$ cat src/hdl/lpr_pkg.sv
// Shared types, constants and tables for the lidar point re-origin block.
package lpr_pkg;

    // Parameter defaults
    localparam int CORDIC_STAGES_DEF = 16;
    localparam int MAX_BEAMS_DEF     = 4096;

    // Field and datapath widths
    localparam int RANGE_W   = 16;
    localparam int BEAM_W    = 12;
    localparam int ANGLE_W   = 16;
    localparam int CFG_W     = 16;
    localparam int CFG_IDX_W = 3;
    localparam int XY_W      = 35;  // rotated vector, 2^-16 mm
    localparam int Z_W       = 25;  // residual angle, 2^-24 turn
    localparam int ATAN_W    = 22;
    localparam int ATAN_LEN  = 24;
    localparam int PROD_W    = 51;  // one partial product of the gain multiply
    localparam int SUM_W     = 66;  // full gain product
    localparam int POS_W     = 24;  // x and y on base, 1/16 mm
    localparam int MAG_W     = 23;
    localparam int SQ_N_W    = 48;
    localparam int SQ_ROOT_W = 24;
    localparam int SQ_REM_W  = 26;

    // Gain removal: 1/K in Q30, split into two partial products
    localparam longint INV_GAIN = 64'd652032874;
    localparam int     G_SPLIT  = 15;
    localparam logic [15:0] GAIN_HI = 16'(INV_GAIN >> G_SPLIT);
    localparam logic [15:0] GAIN_LO = 16'(INV_GAIN % (64'd1 << G_SPLIT));
    localparam int     GAIN_SHIFT = 42;

    // Register indexes
    localparam logic [CFG_IDX_W-1:0] REG_ANGLE_START = 3'd0;
    localparam logic [CFG_IDX_W-1:0] REG_ANGLE_STEP  = 3'd1;
    localparam logic [CFG_IDX_W-1:0] REG_MOUNT_YAW   = 3'd2;
    localparam logic [CFG_IDX_W-1:0] REG_X_OFFSET    = 3'd3;
    localparam logic [CFG_IDX_W-1:0] REG_Y_OFFSET    = 3'd4;

    // Sideband carried alongside every stage
    typedef struct packed {
        logic valid;
        logic inf;
        logic last;
    } lpr_side_t;

    // Arctangent table, 2^-24 turn
    function automatic logic [ATAN_W-1:0] atan_val(input int i);
        logic [ATAN_W-1:0] v;
        case (i)
            0: v = 22'd2097152;
            1: v = 22'd1238021;
            2: v = 22'd654136;
            3: v = 22'd332050;
            4: v = 22'd166669;
            5: v = 22'd83416;
            6: v = 22'd41718;
            7: v = 22'd20860;
            8: v = 22'd10430;
            9: v = 22'd5215;
            10: v = 22'd2608;
            11: v = 22'd1304;
            12: v = 22'd652;
            13: v = 22'd326;
            14: v = 22'd163;
            15: v = 22'd81;
            16: v = 22'd41;
            17: v = 22'd20;
            18: v = 22'd10;
            19: v = 22'd5;
            20: v = 22'd3;
            21: v = 22'd1;
            22: v = 22'd1;
            default: v = 22'd0;
        endcase
        return v;
    endfunction

endpackage

$ cat src/hdl/lpr_cordic_cell.sv
// One CORDIC rotation cell of the chain.
module lpr_cordic_cell #(
    parameter int IDX = 0
) (
    input  logic                                clk,
    input  logic                                rst_n,
    input  logic                                en,
    input  lpr_pkg::lpr_side_t                  side_in,
    input  logic signed [lpr_pkg::XY_W-1:0]     x_in,
    input  logic signed [lpr_pkg::XY_W-1:0]     y_in,
    input  logic signed [lpr_pkg::Z_W-1:0]      z_in,
    output lpr_pkg::lpr_side_t                  side_out,
    output logic signed [lpr_pkg::XY_W-1:0]     x_out,
    output logic signed [lpr_pkg::XY_W-1:0]     y_out,
    output logic signed [lpr_pkg::Z_W-1:0]      z_out
);

    localparam logic signed [lpr_pkg::Z_W-1:0] ATAN =
        lpr_pkg::Z_W'(lpr_pkg::atan_val(IDX));

    logic signed [lpr_pkg::XY_W-1:0] dx, dy, x_next, y_next;
    logic signed [lpr_pkg::Z_W-1:0]  z_next;
    lpr_pkg::lpr_side_t              side_reg;
    logic signed [lpr_pkg::XY_W-1:0] x_reg, y_reg;
    logic signed [lpr_pkg::Z_W-1:0]  z_reg;

    // Rotate towards zero residual angle
    always_comb
    begin
        dx = y_in >>> IDX;
        dy = x_in >>> IDX;
        if (!z_in[lpr_pkg::Z_W-1])
        begin
            x_next = x_in - dx;
            y_next = y_in + dy;
            z_next = z_in - ATAN;
        end
        else
        begin
            x_next = x_in + dx;
            y_next = y_in - dy;
            z_next = z_in + ATAN;
        end
    end

    // Hold sideband
    always_ff @(posedge clk or negedge rst_n)
    begin
        if (!rst_n)
            side_reg <= '0;
        else if (en)
            side_reg <= side_in;
    end

    // Advance payload
    always_ff @(posedge clk)
    begin
        if (en)
        begin
            x_reg <= x_next;
            y_reg <= y_next;
            z_reg <= z_next;
        end
    end

    assign side_out = side_reg;
    assign x_out    = x_reg;
    assign y_out    = y_reg;
    assign z_out    = z_reg;

endmodule

$ cat config.mk
export PLATFORM = sky130hd
export DESIGN_NAME = lpr_cordic_cell
export DESIGN_NICKNAME = d
export VERILOG_FILES = /design/src/hdl/lpr_pkg.sv /design/src/hdl/lpr_cordic_cell.sv
export SDC_FILE = /design/constraint.sdc
export NUM_CORES = 1
export LEC_CHECK = 0
export BUFFER_PORTS_ARGS = -buffer_cell sky130_fd_sc_hd__buf_2
export CAP_MARGIN = 10
export CORE_MARGIN = 4
export CORE_UTILIZATION = 61
export DETAILED_ROUTE_END_ITERATION = 10
export HOLD_SLACK_MARGIN = 0.03
export PLACE_DENSITY = 0.91
export SYNTH_ARGS = -nofsm -noshare
export SYNTH_HDL_FRONTEND = slang
export SYNTH_SLANG_ARGS = --single-unit
export TNS_END_PERCENT = 50
$ cat constraint.sdc
create_clock -name clk -period 1.2 [get_ports clk]
set_input_delay 0.24 -clock clk [delete_from_list [all_inputs] [get_ports clk]]
set_output_delay 0.24 -clock clk [all_outputs]
set_load 0.02 [all_outputs]
==> impl_metrics.ini, run 1 <==
[place]
port_buffers = 198
numPlacedInstances = 1740
hpwl_um = 30900
finalWeightedCongestion = 1.11

[floorplan]
floorplan.rows = 44
top_level_ports = 199
die_x_um = 131
die_height_um = 131
floorplan.initialDensity = 0.629

[cts]
cts_repair_resizes = 239
cts-root-buf = sky130_fd_sc_hd__clkbuf_16
htreeDepth = 3
cts_post_setup_buffers_inserted = 35
cts-hold-fix-buffers = 1
tritoncts.num_buffers = 9
cts_buffer_depth = 2
cts_sinks = 97

[status]
status = aborted with a tool error
outcome.stop_stage = 4_1_cts
toolErrorMsg = [ERROR DPL-0038] Utilization greater than 100%, impossible to legalize

[yosys]
syn-instance-count = 1052
post_synth_main_area_contributors = sky130_fd_sc_hd__edfxtp_1 (31%), sky130_fd_sc_hd__ha_1 (14%), sky130_fd_sc_hd__a21oi_1 (6.7%)
ys.flop_type = sky130_fd_sc_hd__edfxtp_1
post_synth_most_frequent_cells = sky130_fd_sc_hd__a21oi_1 (124), sky130_fd_sc_hd__ha_1 (106), sky130_fd_sc_hd__inv_1 (102)
syn-num-nets = 1263
synth.avg_cell_area_um2 = 8.76
async_reset_ff_frac = 0.0309
synth-edff-count = 94
synth.top_cell.area_share = 0.306
mappedNetlistArea_um2 = 9220
post_synth_num_cell_types = 78
post-synth-top-count-cell = sky130_fd_sc_hd__a21oi_1
yosys_warnings = 0
yosysTopAreaCell = sky130_fd_sc_hd__edfxtp_1
yosysSeqAreaShare = 0.314
ys_ff_latch = 97
[cell families after synthesis]
logic type      after synthesis  share of synthesized area
xor+xnor                     67                     0.0637
mux                          24                     0.0265
fa+ha+maj                   110                      0.153
compound gates              336                      0.238
flops                        97                      0.314
buf+inv                     156                     0.0681
simple gates                262                      0.137
[stage by stage]
step / setup WS [ps] / hold WS (ps) / util / setup TNS (ps) / cell area (um^2)
after floorplan: -1380 / -55.6 / - / -63540 / 9730
after detailed placement: -1890 / 40.5 / 0.913 / -100540 / 13400
after global placement: -1710 / 36.2 / 0.913 / -90390 / 13400
==> run 2: changes to the inputs <==
- CORE_UTILIZATION: 61 -> 40
- HOLD_SLACK_MARGIN: 0.03 -> default
- PLACE_DENSITY: 0.91 -> default
- PLACE_DENSITY_LB_ADDON: default -> 0.15
==> impl_metrics.ini, run 2 <==
[detailed_routing]
drc_violations_left = 0
route.top_layer_used = met4
detailroute.wirelength.met2_um = 17200
vias_per_cell = 5.38
ant_nets = 0
wire_per_inst_um = 18.5
met1Wirelength_um = 15500
number_of_search_and_repair_iterations_in_the_first_detailed_routing_pass = 5
route.met3.wl_um = 2210
count_of_vias_placed_by_the_detailed_router = 10400
dr.first_iter.drc_count = 725
detail_route.wirelength_um = 35900

[finish]
largest_reg_flops = 35
signed_area_change_from_the_synthesized_netlist_to_the_final_layout_pct = 72.8
finish.net_count = 1858
finish.utilization = 0.704
antenna_cells_inserted = 0
most-common-layout-cells = sky130_fd_sc_hd__buf_4 (391), sky130_fd_sc_hd__buf_2 (181), sky130_fd_sc_hd__edfxtp_1 (94), sky130_fd_sc_hd__inv_1 (84), sky130_fd_sc_hd__a21oi_1 (83)
final_std_cell_area_no_fill_um2 = 15900
fillerInstances = 1732
commonest_non_fill_non_tap_cell_in_the_layout = sky130_fd_sc_hd__buf_4
final_layout_size_suffix_gt1_frac = 0.538

[timing]
finalWorstPathRequiredPeriod_ps = 2570
fmaxAchievable_ghz = 0.389
number_of_hold_violations_in_the_final_report = 0
part_of_the_cycle_the_worst_path_needs = 2.14
finalMaxSlewViolations = 0
slew_headroom = 0.567
unrepaired_setup_endpoints_after_global_routing = true
setup_violations = 70
timing.clock.skew_ps = 0
timing_worst_slew_pin_value_ps = 645
final_critical_path_setup_slack_ps = -1370

[worst_setup_path]
cp_slowest_stage_delay_ps = 540
critPathBufInv = 2
critical-path-slowest-cell = sky130_fd_sc_hd__or4_4
cp_data_required_time_ps = 1310
endpoint_kind = flop
critPathKind = primary input to flop
worstPathCellList = buf_8 -> ha_4 -> inv_2 -> fa_2 -> o21bai_4 -> a21oi_4 -> o211ai_4 -> o31ai_4 -> o22a_4 -> nor4b_2 -> or4_4 -> a21oi_2 -> xnor2_1
cp_data_arrival_time_ps = 2680
timing.critical_path.from_type = primary input
critical_path_peak_fanout = 3
cpLargestDelayFamily = compound AO/OA/AOI/OAI gates

[cts]
tritoncts.num_buffers = 9
tritoncts_clock_tree = yes
clk_pin_slew_worst_paths_ps = 80
htreeDepth = 3
cts_buffer_depth = 2
clock_latency_late_sink_ps = 370
cts_sinks = 97
cts-root-buf = sky130_fd_sc_hd__clkbuf_16

[run]
max_cap_violations = 0

[yosys]
ys.flop_type = sky130_fd_sc_hd__edfxtp_1
ys_ff_latch = 97
yosys_warnings = 0
mappedNetlistArea_um2 = 9220
async_reset_ff_frac = 0.0309
post_synth_most_frequent_cells = sky130_fd_sc_hd__a21oi_1 (124), sky130_fd_sc_hd__ha_1 (106), sky130_fd_sc_hd__inv_1 (102)
synth.top_cell.area_share = 0.306
synth-edff-count = 94
synth.avg_cell_area_um2 = 8.76
syn-instance-count = 1052
post_synth_num_cell_types = 78
yosysSeqAreaShare = 0.314
syn-num-nets = 1263
post-synth-top-count-cell = sky130_fd_sc_hd__a21oi_1
yosysTopAreaCell = sky130_fd_sc_hd__edfxtp_1
post_synth_main_area_contributors = sky130_fd_sc_hd__edfxtp_1 (31%), sky130_fd_sc_hd__ha_1 (14%), sky130_fd_sc_hd__a21oi_1 (6.7%)

[hold_path]
timing.hold.worst.class = primary input to flop

[grt]
maximum_number_of_pins_on_one_net_before_global_route_repair = 37
global_route.usage.total = 0.267
vias_in_the_first_global_route = 10600
grt-ovfl-total = 0
grt_first_pass_wirelength_um = 55100
initial_antenna_violation_count = 0

[status]
violations = setup timing
status = finished, violations left

[place]
dpl_worst_slack_ps = -1850
port_buffers = 198
hpwl_um = 27500
finalWeightedCongestion = 0.986
place_area_um2 = 13700

[floorplan]
floorplan.rows = 55
top_level_ports = 199
fp.dieArea_um2 = 25500
die_height_um = 160
die_x_um = 160
floorplan.initialDensity = 0.407
placeableCoreArea_um2 = 22600

[pwr]
leakage_power_nw = 7.26
ir_worst_vdd_mv = 0.597
power_density_nw_per_um2 = 997
report.power.total_mw = 15.9
-- run 2: logic make-up after synthesis --
group,Yosys count,share of synthesized area
flip-flops,97,0.314
XOR/XNOR,67,0.0637
AO/OA/AOI/OAI,336,0.238
adder cells (fa/ha/maj),110,0.153
buffers and inverters,156,0.0681
AND/OR/NAND/NOR,262,0.137
multiplexers,24,0.0265
-- run 2: final timing paths --
kind | start | to | slack [ps] | cells after the start
hold / removal | z_in[13] | z_out[13]$_DFFE_PP_ | 40 | 1
max in group asynchronous | rst_n | side_out[1]$_DFFE_PN0P_ | 900 | 2
setup / recovery | x_in[0] | x_out[34]$_DFFE_PP_ | -1370 | 13
min in group asynchronous | rst_n | side_out[0]$_DFFE_PN0P_ | 190 | 2
hold reg to reg | side_out[0]$_DFFE_PN0P_ | side_out[0]$_DFFE_PN0P_ | 500 | 1
setup reg to reg | side_out[1]$_DFFE_PN0P_ | side_out[1]$_DFFE_PN0P_ | 460 | 1
-- run 2: area by class of cell --
class / instances / area [um^2] / area share
clock buffers: 9 / 225 / 0.0141
well taps: 285 / 357 / 0.0224
repair buffers: 634 / 4660 / 0.293
inverters: 106 / 450 / 0.0283
multi-input cells: 799 / 7240 / 0.455
flip-flops and latches: 97 / 2900 / 0.182
clock inverters: 7 / 95.1 / 0.00597
-- run 2: through the flow --
stage          hold WS (ps)  setup TNS [ps]  std cells
2_1_floorplan         -55.6          -63540       1052
3_3_place_gp           39.0          -92670       1856
3_5_place_dp           39.5          -94880       1856
4_1_cts                32.1          -62480       1916
5_1_grt                35.0          -67230       1937
6_report               42.4          -62320       1937
-- run 2: what timing repair did --
item                                   CTS  global route
setup buffers                           45            30
resized for setup                      236           100
endpoints found under the hold margin    3             0
pin swaps                              125           102
hold buffers                             1             0
setup endpoints to repair               72            74
-- run 2: metal layers --
| metal | GRT usage | up-vias |
|---|---|---|
| met3 | 0.0457 | 71 |
| met4 | 0.0864 | 0 |
| met2 | 0.448 | 374 |
| met1 | 0.352 | 5003 |
| li1 | - | 4976 |
| met5 | 0 | - |
-- run 2: power by group --
group / switching, mW / internal, mW
Combinational: 4.27 / 3.80
Sequential: 0.154 / 4.38
Clock: 1.59 / 1.69
Total: 6.01 / 9.87
No activity file was read; power rests on OpenSTA's default activity.
==> run 3: changes to the inputs <==
- BUFFER_PORTS_ARGS: -buffer_cell sky130_fd_sc_hd__buf_2 -> -buffer_cell sky130_fd_sc_hd__buf_4
- CELL_PAD_IN_SITES_DETAIL_PLACEMENT: default -> 1
- CELL_PAD_IN_SITES_GLOBAL_PLACEMENT: default -> 1
- SKIP_LAST_GASP: default -> 1
==> impl_metrics.ini, run 3 <==
[status]
status = aborted with a tool error
outcome.stop_stage = 5_1_grt
toolErrorMsg = [ERROR DPL-0033] detailed placement checks failed during check placement.

[floorplan]
die_x_um = 160
die_height_um = 160
top_level_ports = 199
floorplan.rows = 55
floorplan.initialDensity = 0.407

[yosys]
synth.area.mux_share = 0.0265
synth.top_cell.area_share = 0.306
synth-edff-count = 94
mappedNetlistArea_um2 = 9220
yosys_warnings = 0
syn-instance-count = 1052
synth_simple_gate_area_frac = 0.137
synthXorXnorAreaFrac = 0.0637
async_reset_ff_frac = 0.0309
post_synth_main_area_contributors = sky130_fd_sc_hd__edfxtp_1 (31%), sky130_fd_sc_hd__ha_1 (14%), sky130_fd_sc_hd__a21oi_1 (6.7%)
main_combinational_cell_family_by_area_after_synthesis = compound AO/OA/AOI/OAI gates
synth_compound_area_frac = 0.238
syn-num-nets = 1263
post_synth_num_cell_types = 78
post_synth_most_frequent_cells = sky130_fd_sc_hd__a21oi_1 (124), sky130_fd_sc_hd__ha_1 (106), sky130_fd_sc_hd__inv_1 (102)
synth.avg_cell_area_um2 = 8.76
ys.flop_type = sky130_fd_sc_hd__edfxtp_1
ys_ff_latch = 97
yosys.area_share.adder = 0.153
post-synth-top-count-cell = sky130_fd_sc_hd__a21oi_1
yosysTopAreaCell = sky130_fd_sc_hd__edfxtp_1
yosysSeqAreaShare = 0.314

[grt]
initial_antenna_violation_count = 5
maximum_number_of_pins_on_one_net_before_global_route_repair = 34

[cts]
htreeDepth = 3
tritoncts.num_buffers = 9
cts_buffer_depth = 2
cts-root-buf = sky130_fd_sc_hd__clkbuf_16
cts_sinks = 97

[place]
finalWeightedCongestion = 0.925
hpwl_um = 33400
place_area_um2 = 14300
port_buffers = 198

[timing]
worstEndpointGrtRepair = y_out[34]$_DFFE_PP_/D
endpoint_type = register input
-- run 3: kinds of logic after synthesis --
family / after synthesis
compound gates: 336
fa+ha+maj: 110
flops: 97
buf+inv: 156
simple gates: 262
mux: 24
xor+xnor: 67
-- run 3: through the flow --
step / cells / setup slack [ps]
CTS: 1932 / -1410
global placement: 1884 / -1830
floorplan: 1052 / -1380
detailed placement: 1884 / -1990
-- run 3: what timing repair did --
item | in CTS
hold endpoints to repair | 3
pin swaps | 95
cloned | 0
setup endpoints to repair | 71
setup buffers | 35
gates resized for setup | 175
hold buffers | 1
