$ cat config.mk
export PLATFORM = sky130hd
export DESIGN_NAME = lpr_sqrt_cell
export DESIGN_NICKNAME = d
export VERILOG_FILES = /design/src/hdl/lpr_pkg.sv /design/src/hdl/lpr_sqrt_cell.sv
export SDC_FILE = /design/constraint.sdc
export NUM_CORES = 1
export LEC_CHECK = 0
export ABC_AREA = 1
export BUFFER_PORTS_ARGS = -buffer_cell sky130_fd_sc_hd__buf_2
export CORE_MARGIN = 2
export CORE_UTILIZATION = 53
export DETAILED_ROUTE_END_ITERATION = 10
export PLACE_DENSITY = 0.94
export SLEW_MARGIN = 20
export SYNTH_ARGS = -nofsm -noshare
export SYNTH_HDL_FRONTEND = slang
export SYNTH_SLANG_ARGS = --single-unit
$ cat constraint.sdc
create_clock -name clk -period 1.3 [get_ports clk]
set_input_delay 0.26 -clock clk [delete_from_list [all_inputs] [get_ports clk]]
set_output_delay 0.26 -clock clk [all_outputs]
set_load 0.01 [all_outputs]
$ cat src/hdl/lpr_pkg.sv
// Shared types, constants and tables for the lidar point re-origin block.
package lpr_pkg;

    // Parameter defaults
    localparam int CORDIC_STAGES_DEF = 16;
    localparam int MAX_BEAMS_DEF     = 4096;

    // Field and datapath widths
    localparam int RANGE_W   = 16;
    localparam int BEAM_W    = 12;
    localparam int ANGLE_W   = 16;
    localparam int CFG_W     = 16;
    localparam int CFG_IDX_W = 3;
    localparam int XY_W      = 35;  // rotated vector, 2^-16 mm
    localparam int Z_W       = 25;  // residual angle, 2^-24 turn
    localparam int ATAN_W    = 22;
    localparam int ATAN_LEN  = 24;
    localparam int PROD_W    = 51;  // one partial product of the gain multiply
    localparam int SUM_W     = 66;  // full gain product
    localparam int POS_W     = 24;  // x and y on base, 1/16 mm
    localparam int MAG_W     = 23;
    localparam int SQ_N_W    = 48;
    localparam int SQ_ROOT_W = 24;
    localparam int SQ_REM_W  = 26;

    // Gain removal: 1/K in Q30, split into two partial products
    localparam longint INV_GAIN = 64'd652032874;
    localparam int     G_SPLIT  = 15;
    localparam logic [15:0] GAIN_HI = 16'(INV_GAIN >> G_SPLIT);
    localparam logic [15:0] GAIN_LO = 16'(INV_GAIN % (64'd1 << G_SPLIT));
    localparam int     GAIN_SHIFT = 42;

    // Register indexes
    localparam logic [CFG_IDX_W-1:0] REG_ANGLE_START = 3'd0;
    localparam logic [CFG_IDX_W-1:0] REG_ANGLE_STEP  = 3'd1;
    localparam logic [CFG_IDX_W-1:0] REG_MOUNT_YAW   = 3'd2;
    localparam logic [CFG_IDX_W-1:0] REG_X_OFFSET    = 3'd3;
    localparam logic [CFG_IDX_W-1:0] REG_Y_OFFSET    = 3'd4;

    // Sideband carried alongside every stage
    typedef struct packed {
        logic valid;
        logic inf;
        logic last;
    } lpr_side_t;

    // Arctangent table, 2^-24 turn
    function automatic logic [ATAN_W-1:0] atan_val(input int i);
        logic [ATAN_W-1:0] v;
        case (i)
            0: v = 22'd2097152;
            1: v = 22'd1238021;
            2: v = 22'd654136;
            3: v = 22'd332050;
            4: v = 22'd166669;
            5: v = 22'd83416;
            6: v = 22'd41718;
            7: v = 22'd20860;
            8: v = 22'd10430;
            9: v = 22'd5215;
            10: v = 22'd2608;
            11: v = 22'd1304;
            12: v = 22'd652;
            13: v = 22'd326;
            14: v = 22'd163;
            15: v = 22'd81;
            16: v = 22'd41;
            17: v = 22'd20;
            18: v = 22'd10;
            19: v = 22'd5;
            20: v = 22'd3;
            21: v = 22'd1;
            22: v = 22'd1;
            default: v = 22'd0;
        endcase
        return v;
    endfunction

endpackage

$ cat src/hdl/lpr_sqrt_cell.sv
// One digit cell of the restoring integer square root chain.
module lpr_sqrt_cell (
    input  logic                               clk,
    input  logic                               rst_n,
    input  logic                               en,
    input  lpr_pkg::lpr_side_t                 side_in,
    input  logic [lpr_pkg::SQ_N_W-1:0]         n_in,
    input  logic [lpr_pkg::SQ_REM_W-1:0]       rem_in,
    input  logic [lpr_pkg::SQ_ROOT_W-1:0]      root_in,
    output lpr_pkg::lpr_side_t                 side_out,
    output logic [lpr_pkg::SQ_N_W-1:0]         n_out,
    output logic [lpr_pkg::SQ_REM_W-1:0]       rem_out,
    output logic [lpr_pkg::SQ_ROOT_W-1:0]      root_out
);

    logic [lpr_pkg::SQ_REM_W-1:0]  rem_sh, trial, rem_next;
    logic [lpr_pkg::SQ_ROOT_W-1:0] root_next;
    lpr_pkg::lpr_side_t            side_reg;
    logic [lpr_pkg::SQ_N_W-1:0]    n_reg;
    logic [lpr_pkg::SQ_REM_W-1:0]  rem_reg;
    logic [lpr_pkg::SQ_ROOT_W-1:0] root_reg;

    // Bring down two radicand bits and try the next root bit
    always_comb
    begin
        rem_sh = {rem_in[lpr_pkg::SQ_REM_W-3:0],
                  n_in[lpr_pkg::SQ_N_W-1:lpr_pkg::SQ_N_W-2]};
        trial  = {root_in, 2'b01};
        if (rem_sh >= trial)
        begin
            rem_next  = rem_sh - trial;
            root_next = {root_in[lpr_pkg::SQ_ROOT_W-2:0], 1'b1};
        end
        else
        begin
            rem_next  = rem_sh;
            root_next = {root_in[lpr_pkg::SQ_ROOT_W-2:0], 1'b0};
        end
    end

    // Hold sideband
    always_ff @(posedge clk or negedge rst_n)
    begin
        if (!rst_n)
            side_reg <= '0;
        else if (en)
            side_reg <= side_in;
    end

    // Advance payload
    always_ff @(posedge clk)
    begin
        if (en)
        begin
            n_reg    <= {n_in[lpr_pkg::SQ_N_W-3:0], 2'b00};
            rem_reg  <= rem_next;
            root_reg <= root_next;
        end
    end

    assign side_out = side_reg;
    assign n_out    = n_reg;
    assign rem_out  = rem_reg;
    assign root_out = root_reg;

endmodule

==> After elaboration in Yosys (flattened, before gate mapping) <==
Index checks and enable logic that the tools add are counted.
{ "classes": {"order_cmp": 1, "add_sub_neg": 1, "n_mux": 2} }
{ "op_table": {"columns": ["operator", "n"], "rows": [
  ["greater-or-equal comparator 26 bit", 1],
  ["two-way mux 26 bit", 1],
  ["subtractor 26 bit", 1],
  ["two-way mux 1 bit", 1]
]} }
{ "word_totals": {"ff_bits": 99, "inputBits": 104, "elab_cells": 10, "out_inout_bits": 101} }

==> Depth between registers and ports, before layout <==
Gate-level depths: netlist of the first run.
{ "depth": {"ltp_word": 2, "ltp_mapped": 13, "ltp_nobuf": 13} }

==> Least setup slack after synthesis of the first run <==
OpenSTA, ideal clock, no wires.
{ "synth_path": {"path_kind": "input-to-reg", "startpoint": "input port root_in[15] (netlist bit)", "endpoint": "register rem_reg, in the netlist rem_out[7] (data pin)", "path_buffers": 1, "setup_slack_ns": -0.592, "path_stages": 11, "setup_ns": 0.253, "required_time_ns": 1.047, "arrival_ns": 1.639, "cell_sequence": "inv_1 ha_1 nand2_2 inv_1 a21oi_1 nand2_1 a21oi_4 nand3_4 buf_6 nand2_1 o21ai_2"} }
{ "synth_between": {"elab_chain_len": 2} }
{ "synth_lines": {"columns": ["element", "line", "rtl"], "rows": [
  ["start: declaration", "lpr_sqrt_cell.sv:9", "input logic [lpr_pkg::SQ_ROOT_W-1:0] root_in,"],
  ["greater-or-equal comparator 26 bit", "lpr_sqrt_cell.sv:29", "if (rem_sh >= trial)"],
  ["two-way mux 26 bit", "lpr_sqrt_cell.sv:29", null],
  ["net rem_next, one bit", "lpr_sqrt_cell.sv:16", "logic [lpr_pkg::SQ_REM_W-1:0] rem_sh, trial, rem_next;"],
  ["end signal: assignment", "lpr_sqrt_cell.sv:56", "rem_reg <= rem_next;"],
  ["end: declaration", "lpr_sqrt_cell.sv:20", "logic [lpr_pkg::SQ_REM_W-1:0] rem_reg;"]
]} }
The timed path passes the listed nets, and every way through them passes these cells.
A chain may end at the register's enable or synchronous reset.

==> Final worst setup path of the first run <==
{ "layout_path": {"startpoint": "input port root_in[14] (netlist bit)", "endpoint": "register rem_reg, in the netlist rem_out[16] (data pin)"} }
{ "layout_between": {"elab_chain_len": 2, "word_cells_on_any_way": 3, "cone_classes": "add/sub: 1; order compare: 1; mux: 1"} }
{ "layout_lines": {"columns": ["element", "line"], "rows": [
  ["subtractor 26 bit or greater-or-equal comparator 26 bit (tied branches)", "lpr_sqrt_cell.sv:31, lpr_sqrt_cell.sv:29"],
  ["two-way mux 26 bit *", "lpr_sqrt_cell.sv:29"],
  ["net rem_next, one bit", "lpr_sqrt_cell.sv:16"]
]} }
The timed path passes the listed nets; every way through them passes the cells marked *.

==> flow_summary_export.csv, run 1 <==
group,metric,value,unit
floorplan,die_w,106,um
logic_synthesis,ys_seq_area_share,53.7,%
critical_path,r2r_end,"side_out[1]$_DFFE_PN0P_",
routing,route.detailed.drc,0,
outcome,violations,"setup timing",
critical_path,required,1440,ps
clock_network,cts_root_buf,"clkbuf_8",
sta,final-setup-viol-count,27,
placement,port-buffer-count,200,
clock_network,cts_buffers,9,
logic_synthesis,synth.yosys.warnings,0,
sta,fin_crit,1720,ps
sta,grt_setup_unrepaired,"true",
routing,drt_iter0_markers,627,
finish,finish.instance_area,8440,um2
finish,area_growth,53.3,%
power,power_density,1090,nW/um2
logic_synthesis,synth_edf_count,96,
critical_path,critPathMaxFanout,9,
floorplan,rows,37,
sta,fin_skew,0,ps
critical_path,path_cells,"buf_2, inv_2, ha_4, nand2_4, inv_2, a21oi_2, nand2_2, a21oi_4, nand3_4, buf_8, nand2_1, nand2_1",
logic_synthesis,synth.area.top_cells,"edfxtp_1 52%, nand2_1 14%, inv_1 8.7%",
grt,antenna_found_initial,0,
routing,wl_per_cell,18.8,um
critical_path,r2r_cells,1,
hold_path,hp-class,"input pin to flop",
floorplan,die_h,106,um
logic_synthesis,synth_top_cell_by_area,"edfxtp_1",
floorplan,start_util,54.0,%
logic_synthesis,ys_types,32,
floorplan,die_area,11200,um2
critical_path,worst_path_max_delay_cell,"ha_4",
grt,grt_overflow,0,
logic_synthesis,synth_ff_type,"edfxtp_1",
floorplan,core-area,10200,um2
critical_path,setup.worst_path.start_class,"input pin",
sta,max_freq,582,MHz
hold_path,holdPathEnd,"n_out[38]$_DFFE_PP_",
logic_synthesis,async_flop_share,3.03,%
logic_synthesis,synth_top_cell_area_share,52.4,%
outcome,outcome,"finished, violations left",
routing,wirelength,19700,um
floorplan,ios,205,
finish,drive_gt1_share,51.6,%
finish,register_area,2960,um2
clock_network,clock-sinks,99,
sta,fin_ws,-419,ps
critical_path,regToRegSetupSlack,500,ps
clock_network,htree_levels,3,
flow_run,cap_viol_max_count,0,
hold_path,holdCritStartpoint,"n_in[36]",
clock_network,clk_pin_slew,100,ps
finish,fill_cells,569,
sta,maxSlewViolCount,0,
critical_path,crit_path_end_kind,"flop",
critical_path,cp_slowest_stage_delay,260,ps
grt,grt_pass1_wl,26500,um
logic_synthesis,syn_area,5500,um2
placement,pre_cts_slack,-763,ps
critical_path,reg2reg_from,"side_out[1]$_DFFE_PN0P_",
logic_synthesis,synthCells,610,
sta,whs,36.2,ps
logic_synthesis,post-synth-top-count-cell,"nand2_1",
power,p_leak,4.19,nW
routing,final_antenna_net_count,0,
routing,vias_per_cell,5.48,
critical_path,critPathArrivalTime,1860,ps
logic_synthesis,syn_avg_cell_area,9.02,um2
grt,grt_pass1_vias,5354,
critical_path,crit_type,"input pin to flop",
finish,multi_input_area,2690,um2
logic_synthesis,synth_common_cells,"203 x nand2_1, 127 x inv_1, 96 x edfxtp_1, 30 x nor2_1, 27 x nand3_1",
finish,nets,1036,
clock_network,clock_latency,380,ps
power,peakVddDrop,686,uV
clock_network,cts_tree,"built",
placement,place_area,7640,um2
sta,finalCritPeriodShare,132,%
placement,dp_hpwl,12500,um
sta,hold_viol_final,0,
grt,grt_max_degree,47,
logic_synthesis,ys_seq_elements,99,
placement,place_congestion,0.974,
clock_network,cts_buffer_depth,2,
grt,grt_use_total,31.1,%
routing,route.vias.total,5733,
routing,dr.pass1.iters,7,
hold_path,hold_depth,1,
finish,antenna_cells,0,
per-stage QoR:
| step | instances | TNS [ps] | utilization [%] | total power [W] |
|---|---|---|---|---|
| after floorplan | 611 | -12450 | - | 0.00529 |
| after global placement | 1016 | -17270 | 75.0 | 0.00626 |
| after detailed placement | 1016 | -18950 | 75.0 | 0.00636 |
| after CTS | 1043 | -5130 | 81.0 | 0.00883 |
| after global routing | 1047 | -9640 | 82.9 | 0.00950 |
| final | 1047 | -9430 | 82.9 | 0.00920 |
sequential cells by signal, summed over array words and instances (netlist names):
register / count
n_out: 46
rem_out: 26
root_out: 24
side_out: 3
worst max path at each step:
stage                           start                     to  slack (ps)  cells past startpoint
after floorplan           root_in[10]   rem_out[9]$_DFFE_PP_        -470                     13
after global placement     root_in[6]  rem_out[19]$_DFFE_PP_        -670                     12
after detailed placement   root_in[6]  rem_out[17]$_DFFE_PP_        -760                     12
after CTS                  root_in[9]  rem_out[16]$_DFFE_PP_        -240                     14
after global routing       root_in[3]  rem_out[16]$_DFFE_PP_        -510                     14
final                     root_in[14]  rem_out[16]$_DFFE_PP_        -420                     12
layout make-up:
| class | instances | share of cell area [%] |
|---|---|---|
| clock inverters | 4 | 0.919 |
| multi-input cells | 376 | 31.8 |
| clock buffers | 12 | 1.84 |
| well taps | 136 | 2.02 |
| inverters | 128 | 5.93 |
| flip-flops and latches | 99 | 35.0 |
| repair buffers | 292 | 22.4 |
critical path, delay by kind of cell:
| kind | cells | cell delay (ps) |
|---|---|---|
| AOI/OAI and AO/OA | 2 | 390 |
| and+or+nand+nor | 5 | 540 |
| buffers and inverters | 4 | 390 |
| adders and majority gates | 1 | 260 |
logic make-up after synthesis:
family | count (synthesis) | share of synthesized area (%)
adder cells (fa/ha/maj) | 26 | 5.91
AO/OA/AOI/OAI | 28 | 3.39
flip-flops | 99 | 53.7
multiplexers | 3 | 0.614
other | 1 | 0.0681
XOR/XNOR | 14 | 2.23
AND/OR/NAND/NOR | 303 | 24.2
buffers and inverters | 136 | 9.84
power breakdown:
part,leakage (nW),internal [W],total (W),switching (W)
registers,0.974,0.00386,0.00396,0.0000913
clock network,0.118,0.00121,0.00242,0.00121
logic,3.10,0.00122,0.00282,0.00161
what timing repair did:
| item | CTS | global route |
|---|---|---|
| buffers inserted | 10 | 4 |
| hold buffers | 1 | 0 |
| resized for setup | 83 | 49 |
| hold endpoints to repair | 3 | 0 |
| endpoints found under the setup margin | 27 | 27 |
| pin swaps | 16 | 18 |
cells in the final DEF, fill, tap and decap left out, types with 2 or more instances in the layout:
master,instances
nor2_4,12
conb_1,2
a21oi_1,9
buf_6,12
nand3_4,3
buf_8,4
nand4_1,23
bufinv_16,2
buf_4,82
nand2_4,11
inv_1,105
ha_4,24
mux2_2,3
edfxtp_1,96
dfrtp_1,3
inv_4,3
a21oi_4,2
nand3b_1,4
clkbuf_8,11
nand3_1,15
o21bai_1,2
inv_6,2
nand3_2,12
o21ai_0,2
ha_1,2
nand2_1,147
nor2_1,13
o21ai_1,2
xor2_1,13
inv_2,19
buf_2,186
nand2_2,51
buf_12,7
a21oi_2,3
nor2_2,10
o21ai_2,8
routing by layer:
| layer | share of wire, % | GRT usage [%] | vias to the layer above |
|---|---|---|---|
| met5 | 0 | 0 | - |
| met2 | 50 | 56.1 | 435 |
| li1 | - | - | 2534 |
| met3 | 8.8 | 5.52 | 143 |
| met1 | 34 | 33.3 | 2621 |
| met4 | 7.4 | 20.7 | 0 |
(Power assumes the default switching activity.)
==> run 2: changes to the inputs <==
--- a/config.mk
+++ b/config.mk
@@ -5,12 +5,11 @@
 export SDC_FILE = /design/constraint.sdc
 export NUM_CORES = 1
 export LEC_CHECK = 0
-export ABC_AREA = 1
 export BUFFER_PORTS_ARGS = -buffer_cell sky130_fd_sc_hd__buf_2
 export CORE_MARGIN = 2
-export CORE_UTILIZATION = 53
+export CORE_UTILIZATION = 52
 export DETAILED_ROUTE_END_ITERATION = 10
-export PLACE_DENSITY = 0.94
+export PLACE_DENSITY = 0.95
 export SLEW_MARGIN = 20
 export SYNTH_ARGS = -nofsm -noshare
 export SYNTH_HDL_FRONTEND = slang
==> run 2 against run 1 <==
Effect of this change: the flow finishes with violations (DRC, setup timing); routed wire length fell by 26%; clock power fell by 22%; fmax fell by 31%; sequential power barely moved; count of clock-buffer cells in the layout fell by 3; flip-flop and latch count did not move; global-route usage fell by 3.6 points; setup slack got worse by 770 ps; area after synthesis fell by 13%; sequential share of layout area rose by 5.7 points; power fell by 9.8%; largest cell class unchanged; largest power group unchanged.
==> flow_summary_export.csv, run 2 <==
group,metric,value,unit
sta,maxSlewViolCount,0,
sta,max_freq,403,MHz
routing,wirelength,14500,um
logic_synthesis,synth_top_cell_by_area,"edfxtp_1",
grt,grt_overflow,0,
logic_synthesis,syn_avg_cell_area,13.0,um2
floorplan,ios,205,
critical_path,critPathArrivalTime,2690,ps
sta,final-setup-viol-count,27,
critical_path,r2r_end,"side_out[1]$_DFFE_PN0P_",
sta,grt_setup_unrepaired,"true",
logic_synthesis,synthCells,368,
critical_path,crit_type,"input pin to flop",
power,total_power,0.00829,W
critical_path,regToRegSetupSlack,520,ps
logic_synthesis,async_flop_share,3.03,%
power,comb_power_share,29.4,%
critical_path,setup.worst_path.start_class,"input pin",
power,clock_power_share,22.8,%
sta,fin_skew,0,ps
hold_path,hold_depth,1,
floorplan,die_area,9970,um2
logic_synthesis,ys_seq_area_share,61.9,%
logic_synthesis,ys_types,52,
logic_synthesis,synth_ff_type,"edfxtp_1",
placement,dp.cells,742,
grt,grt_pass1_wl,21400,um
clock_network,cts_tree,"built",
finish,antenna_cells,0,
logic_synthesis,synth_edf_count,96,
clock_network,cts_buffers,9,
floorplan,core-area,8810,um2
critical_path,crit_start,"root_in[6]",
grt,grt_max_degree,59,
critical_path,critPathMaxFanout,9,
power,power_density,1140,nW/um2
routing,drt_iter0_markers,208,
logic_synthesis,ys_seq_elements,99,
critical_path,crit_path_end_kind,"flop",
finish,final_common_cell,"buf_2",
power,p_seq_share,47.7,%
placement,port-buffer-count,200,
routing,route.vias.total,4289,
sta,fin_crit,2480,ps
finish,layout_common_cells,"190 x buf_2, 96 x edfxtp_1, 79 x buf_4",
outcome,violations,"DRC, setup timing",
critical_path,r2r_cells,1,
routing,dr.pass1.iters,8,
grt,grt_use_total,27.6,%
routing,vias_per_cell,5.56,
flow_run,cap_viol_max_count,0,
placement,dp_hpwl,10400,um
routing,wl_per_cell,18.8,um
sta,finalCritPeriodShare,191,%
logic_synthesis,syn_area,4780,um2
critical_path,cp-endpoint,"rem_out[11]$_DFFE_PP_",
logic_synthesis,synth_common_cells,"96 x edfxtp_1, 36 x inv_1, 34 x a21oi_1, 29 x nor2_1, 26 x ha_1",
sta,fin_ws,-1180,ps
power,peakVddDrop,772,uV
clock_network,cts_buffer_depth,2,
finish,instances_no_fill,771,
placement,place_congestion,0.935,
floorplan,rows,34,
logic_synthesis,synth.yosys.warnings,0,
power,p_leak,3.28,nW
routing,route.detailed.drc,1,
logic_synthesis,synth_top_cell_area_share,60.3,%
grt,antenna_found_initial,0,
power,netSwitchingFraction,30.0,%
clock_network,clock_latency,360,ps
sta,hold_viol_final,0,
clock_network,cts_root_buf,"clkbuf_8",
critical_path,reg2reg_from,"side_out[1]$_DFFE_PN0P_",
outcome,outcome,"finished, violations left",
clock_network,htree_levels,3,
finish,largest_reg_flops,46,
hold_path,hp-class,"input pin to flop",
finish,nets,788,
clock_network,clk_pin_slew,110,ps
finish,drive_gt1_share,56.7,%
critical_path,required,1500,ps
power,switchingPower,0.00248,W
routing,final_antenna_net_count,0,
logic_synthesis,post-synth-top-count-cell,"edfxtp_1",
floorplan,start_util,54.2,%
floorplan,die_h,99.8,um
logic_synthesis,synth.area.top_cells,"edfxtp_1 60%, ha_1 6.8%, a21oi_1 3.6%",
power,p_int,0.00581,W
floorplan,die_w,99.8,um
grt,grt_pass1_vias,4436,
finish,area_growth,52.1,%
clock_network,clock-sinks,99,
-- run 2: cells by family (layout without fill, tap and decap cells) --
group / count (synthesis) / after routing / share of synthesized area [%]
AND/OR/NAND/NOR: 71 / 71 / 7.49
other: 1 / 2 / 0.0785
multiplexers: 11 / 11 / 2.57
flip-flops: 99 / 99 / 61.9
adder cells (fa/ha/maj): 26 / 26 / 6.81
buffers and inverters: 49 / 343 / 4.48
AO/OA/AOI/OAI: 90 / 90 / 12.8
XOR/XNOR: 21 / 21 / 3.85
-- run 2: metrics by stage --
step	worst slack [ps]	util (%)	area, um2	hold WS [ps]	TNS [ps]
after floorplan	-1320	-	4850	-35.6	-32260
after global placement	-1470	74.1	6520	53.3	-37080
after detailed placement	-1560	74.1	6520	56.4	-39910
after CTS	-1120	80.7	7100	56.1	-27970
after global routing	-1220	82.5	7270	49.3	-29630
final	-1180	82.5	7270	63.0	-29020
-- run 2: worst min-delay path by stage --
stage | from | end | slack, ps
after CTS | n_in[9] | n_out[11]$_DFFE_PP_ | 60
after global placement | rst_n | side_out[1]$_DFFE_PN0P_ | 50
after global routing | n_in[9] | n_out[11]$_DFFE_PP_ | 50
after floorplan | rst_n | side_out[0]$_DFFE_PN0P_ | -40
after detailed placement | rst_n | side_out[2]$_DFFE_PN0P_ | 60
final | n_in[9] | n_out[11]$_DFFE_PP_ | 60
-- run 2: power by group through the flow --
stage | Clock [W] | Combinational, W | Sequential, W
after global placement | 0 | 0.00193 | 0.00401
after floorplan | 0 | 0.000831 | 0.00419
after detailed placement | 0 | 0.00202 | 0.00403
final | 0.00189 | 0.00244 | 0.00396
after global routing | 0.00200 | 0.00259 | 0.00399
after CTS | 0.00191 | 0.00230 | 0.00396
-- run 2: repair_timing --
item,CTS,global route
cloned,2,1
hold endpoints to repair,3,0
setup endpoints to repair,27,27
hold buffers,1,0
buffers inserted,6,4
resized for setup,65,22
pin swaps,13,5
-- run 2: critical path, stage by stage --
cell,delay [ps]
buf_2,100
inv_1,40
ha_1,330
nand2_1,160
o21ai_0,410
a21oi_2,150
a31oi_2,220
o2111ai_2,160
a31oi_4,240
buf_12,200
buf_12,110
buf_16,100
nor2_1,40
a21oi_1,160
-- run 2: area by class of cell --
| type | count | area (um2) |
|---|---|---|
| clock buffer | 9 | 124 |
| clock inverter | 7 | 60.1 |
| fill | 490 | 1540 |
| inverter | 36 | 150 |
| multi-input combinational | 221 | 1950 |
| sequential | 99 | 2960 |
| tap | 108 | 135 |
| timing repair buffer | 291 | 1890 |
-- run 2: layer usage --
layer	global-route usage (%)	vias to the layer above	wire, um
li1	-	1946	-
met1	28.1	2065	5120
met2	53.4	216	7900
met3	5.15	62	927
met4	13.7	0	575
met5	0	-	0
==> run 3: changes to the inputs <==
--- a/config.mk
+++ b/config.mk
@@ -5,7 +5,7 @@
 export SDC_FILE = /design/constraint.sdc
 export NUM_CORES = 1
 export LEC_CHECK = 0
-export BUFFER_PORTS_ARGS = -buffer_cell sky130_fd_sc_hd__buf_2
+export BUFFER_PORTS_ARGS = -buffer_cell sky130_fd_sc_hd__buf_4
 export CORE_MARGIN = 2
 export CORE_UTILIZATION = 52
 export DETAILED_ROUTE_END_ITERATION = 10
==> run 3 against run 2 <==
Effect of this change: the run still ends with DRC, setup timing left; largest power group unchanged; non-clock buffer count is 12 higher; largest cell class unchanged; via count is 16% higher; sequential power increased by 1%; routed wire length grew 46%; register-to-register slack got worse by 20 ps; count of clock-buffer cells in the layout stayed put; critical endpoint is now rem_out[19]$_DFFE_PP_; critical path type unchanged; clock skew unchanged; setup slack got worse by 81 ps; flip-flop and latch count did not move.
==> flow_summary_export.csv, run 3 (synthesis results as in run 2) <==
group,metric,value,unit
placement,place_congestion,0.877,
clock_network,cts_tree,"built",
sta,finalCritPeriodShare,197,%
routing,dr.pass1.iters,8,
routing,final_antenna_net_count,0,
finish,largest_reg_flops,46,
sta,grt_setup_unrepaired,"true",
floorplan,start_util,54.2,%
placement,dp_hpwl,10900,um
routing,wirelength,21300,um
power,comb_power_share,33.0,%
power,power_density,1140,nW/um2
flow_run,cap_viol_max_count,0,
clock_network,cts_root_buf,"clkbuf_8",
power,clock_power_share,22.6,%
sta,whs,47.5,ps
routing,drt_iter0_markers,437,
clock_network,htree_levels,3,
critical_path,crit_type,"input pin to flop",
sta,final-setup-viol-count,27,
power,switchingPower,0.00292,W
finish,drive_gt1_share,60.0,%
routing,vias_per_cell,6.33,
clock_network,clock_latency,380,ps
routing,route.detailed.drc,1,
critical_path,crit_start,"root_in[10]",
hold_path,holdCritStartpoint,"n_in[5]",
clock_network,cts_buffers,9,
hold_path,hp-class,"input pin to flop",
power,netSwitchingFraction,32.3,%
clock_network,cts_buffer_depth,2,
floorplan,ios,205,
power,peakVddDrop,739,uV
finish,antenna_cells,0,
placement,port-buffer-count,200,
power,p_int,0.00612,W
outcome,outcome,"finished, violations left",
floorplan,die_w,99.8,um
grt,grt_max_degree,45,
power,p_leak,3.54,nW
floorplan,die_area,9970,um2
sta,fin_crit,2570,ps
critical_path,critPathArrivalTime,2700,ps
critical_path,critPathMaxFanout,8,
sta,hold_viol_final,0,
floorplan,core-area,8810,um2
power,p_seq_share,44.5,%
finish,area_growth,66.2,%
critical_path,required,1440,ps
grt,grt_pass1_vias,4790,
routing,wl_per_cell,27.2,um
placement,place_area,7010,um2
sta,fin_ws,-1270,ps
clock_network,clock-sinks,99,
sta,worst_slew_pin_slew,595,ps
critical_path,reg2reg_from,"side_out[2]$_DFFE_PN0P_",
routing,route.vias.total,4956,
grt,grt_pass1_wl,27400,um
sta,maxSlewViolCount,0,
placement,pre_cts_slack,-1540,ps
floorplan,die_h,99.8,um
floorplan,rows,34,
outcome,violations,"DRC, setup timing",
critical_path,crit_path_end_kind,"flop",
clock_network,clk_pin_slew,120,ps
critical_path,setup.worst_path.start_class,"input pin",
grt,antenna_found_initial,0,
grt,grt_overflow,0,
finish,fill_cells,316,
sta,max_freq,390,MHz
finish,nets,800,
grt,grt_use_total,36.7,%
finish,finish.instance_area,7940,um2
finish,layout_common_cells,"276 x buf_4, 96 x edfxtp_1, 25 x inv_1",
finish,final_common_cell,"buf_4",
power,total_power,0.00903,W
sta,max_slew_margin,60.0,%
sta,fin_skew,0,ps
-- run 3: worst paths after layout --
check / cells past startpoint / slack (ps) / end
min in group asynchronous: 2 / 280 / side_out[2]$_DFFE_PN0P_
worst max register to register: 1 / 500 / side_out[2]$_DFFE_PN0P_
worst min-delay path: 1 / 50 / n_out[7]$_DFFE_PP_
worst min register to register: 1 / 560 / side_out[1]$_DFFE_PN0P_
max in group asynchronous: 2 / 920 / side_out[0]$_DFFE_PN0P_
worst max-delay path: 11 / -1270 / rem_out[19]$_DFFE_PP_
-- run 3: repair_timing --
| item | in CTS | in global routing |
|---|---|---|
| gates resized for setup | 85 | 37 |
| hold buffers | 1 | 0 |
| pin swaps | 24 | 17 |
| hold endpoints to repair | 3 | 0 |
| gates cloned | 2 | 0 |
| setup buffers | 17 | 8 |
| endpoints found under the setup margin | 27 | 27 |
-- run 3: final cells by class --
class,instances,area [um2],area share [%]
multi-input combinational,221,2060,25.9
tap,108,135,1.70
sequential,99,2960,37.2
timing repair buffer,303,2430,30.6
clock inverter,7,72.6,0.914
clock buffer,9,124,1.56
inverter,36,163,2.05
-- run 3: worst max-delay path, stage by stage --
cell	delay, ps
buf_8	80
inv_4	30
ha_4	260
nand4_1	220
nor4_4	400
o311ai_2	180
a31oi_2	270
o2111ai_2	200
a31oi_4	290
buf_6	200
mux2_4	320
-- run 3: power by group through the flow --
| stage | registers, W | clock network [W] | logic, W |
|---|---|---|---|
| floorplan | 0.00419 | 0 | 0.000831 |
| global placement | 0.00402 | 0 | 0.00215 |
| detailed placement | 0.00404 | 0 | 0.00224 |
| CTS | 0.00398 | 0.00196 | 0.00259 |
| global route | 0.00403 | 0.00212 | 0.00308 |
| finish | 0.00401 | 0.00204 | 0.00298 |
-- run 3: per-layer routing --
| layer | up-vias | wire [um] | GRT usage, % |
|---|---|---|---|
| li1 | 1964 | - | - |
| met1 | 2316 | 6760 | 39.1 |
| met2 | 493 | 10100 | 65.4 |
| met3 | 183 | 2330 | 9.75 |
| met4 | 0 | 2100 | 21.4 |
| met5 | - | 0 | 0 |
-- run 3: per-stage QoR --
stage	setup TNS [ps]	util (%)	std cells
after detailed placement	-38770	79.6	742
after floorplan	-32260	-	369
final	-31650	90.2	783
after CTS	-26270	88.0	776
after global placement	-36680	79.6	742
after global routing	-35390	90.2	783
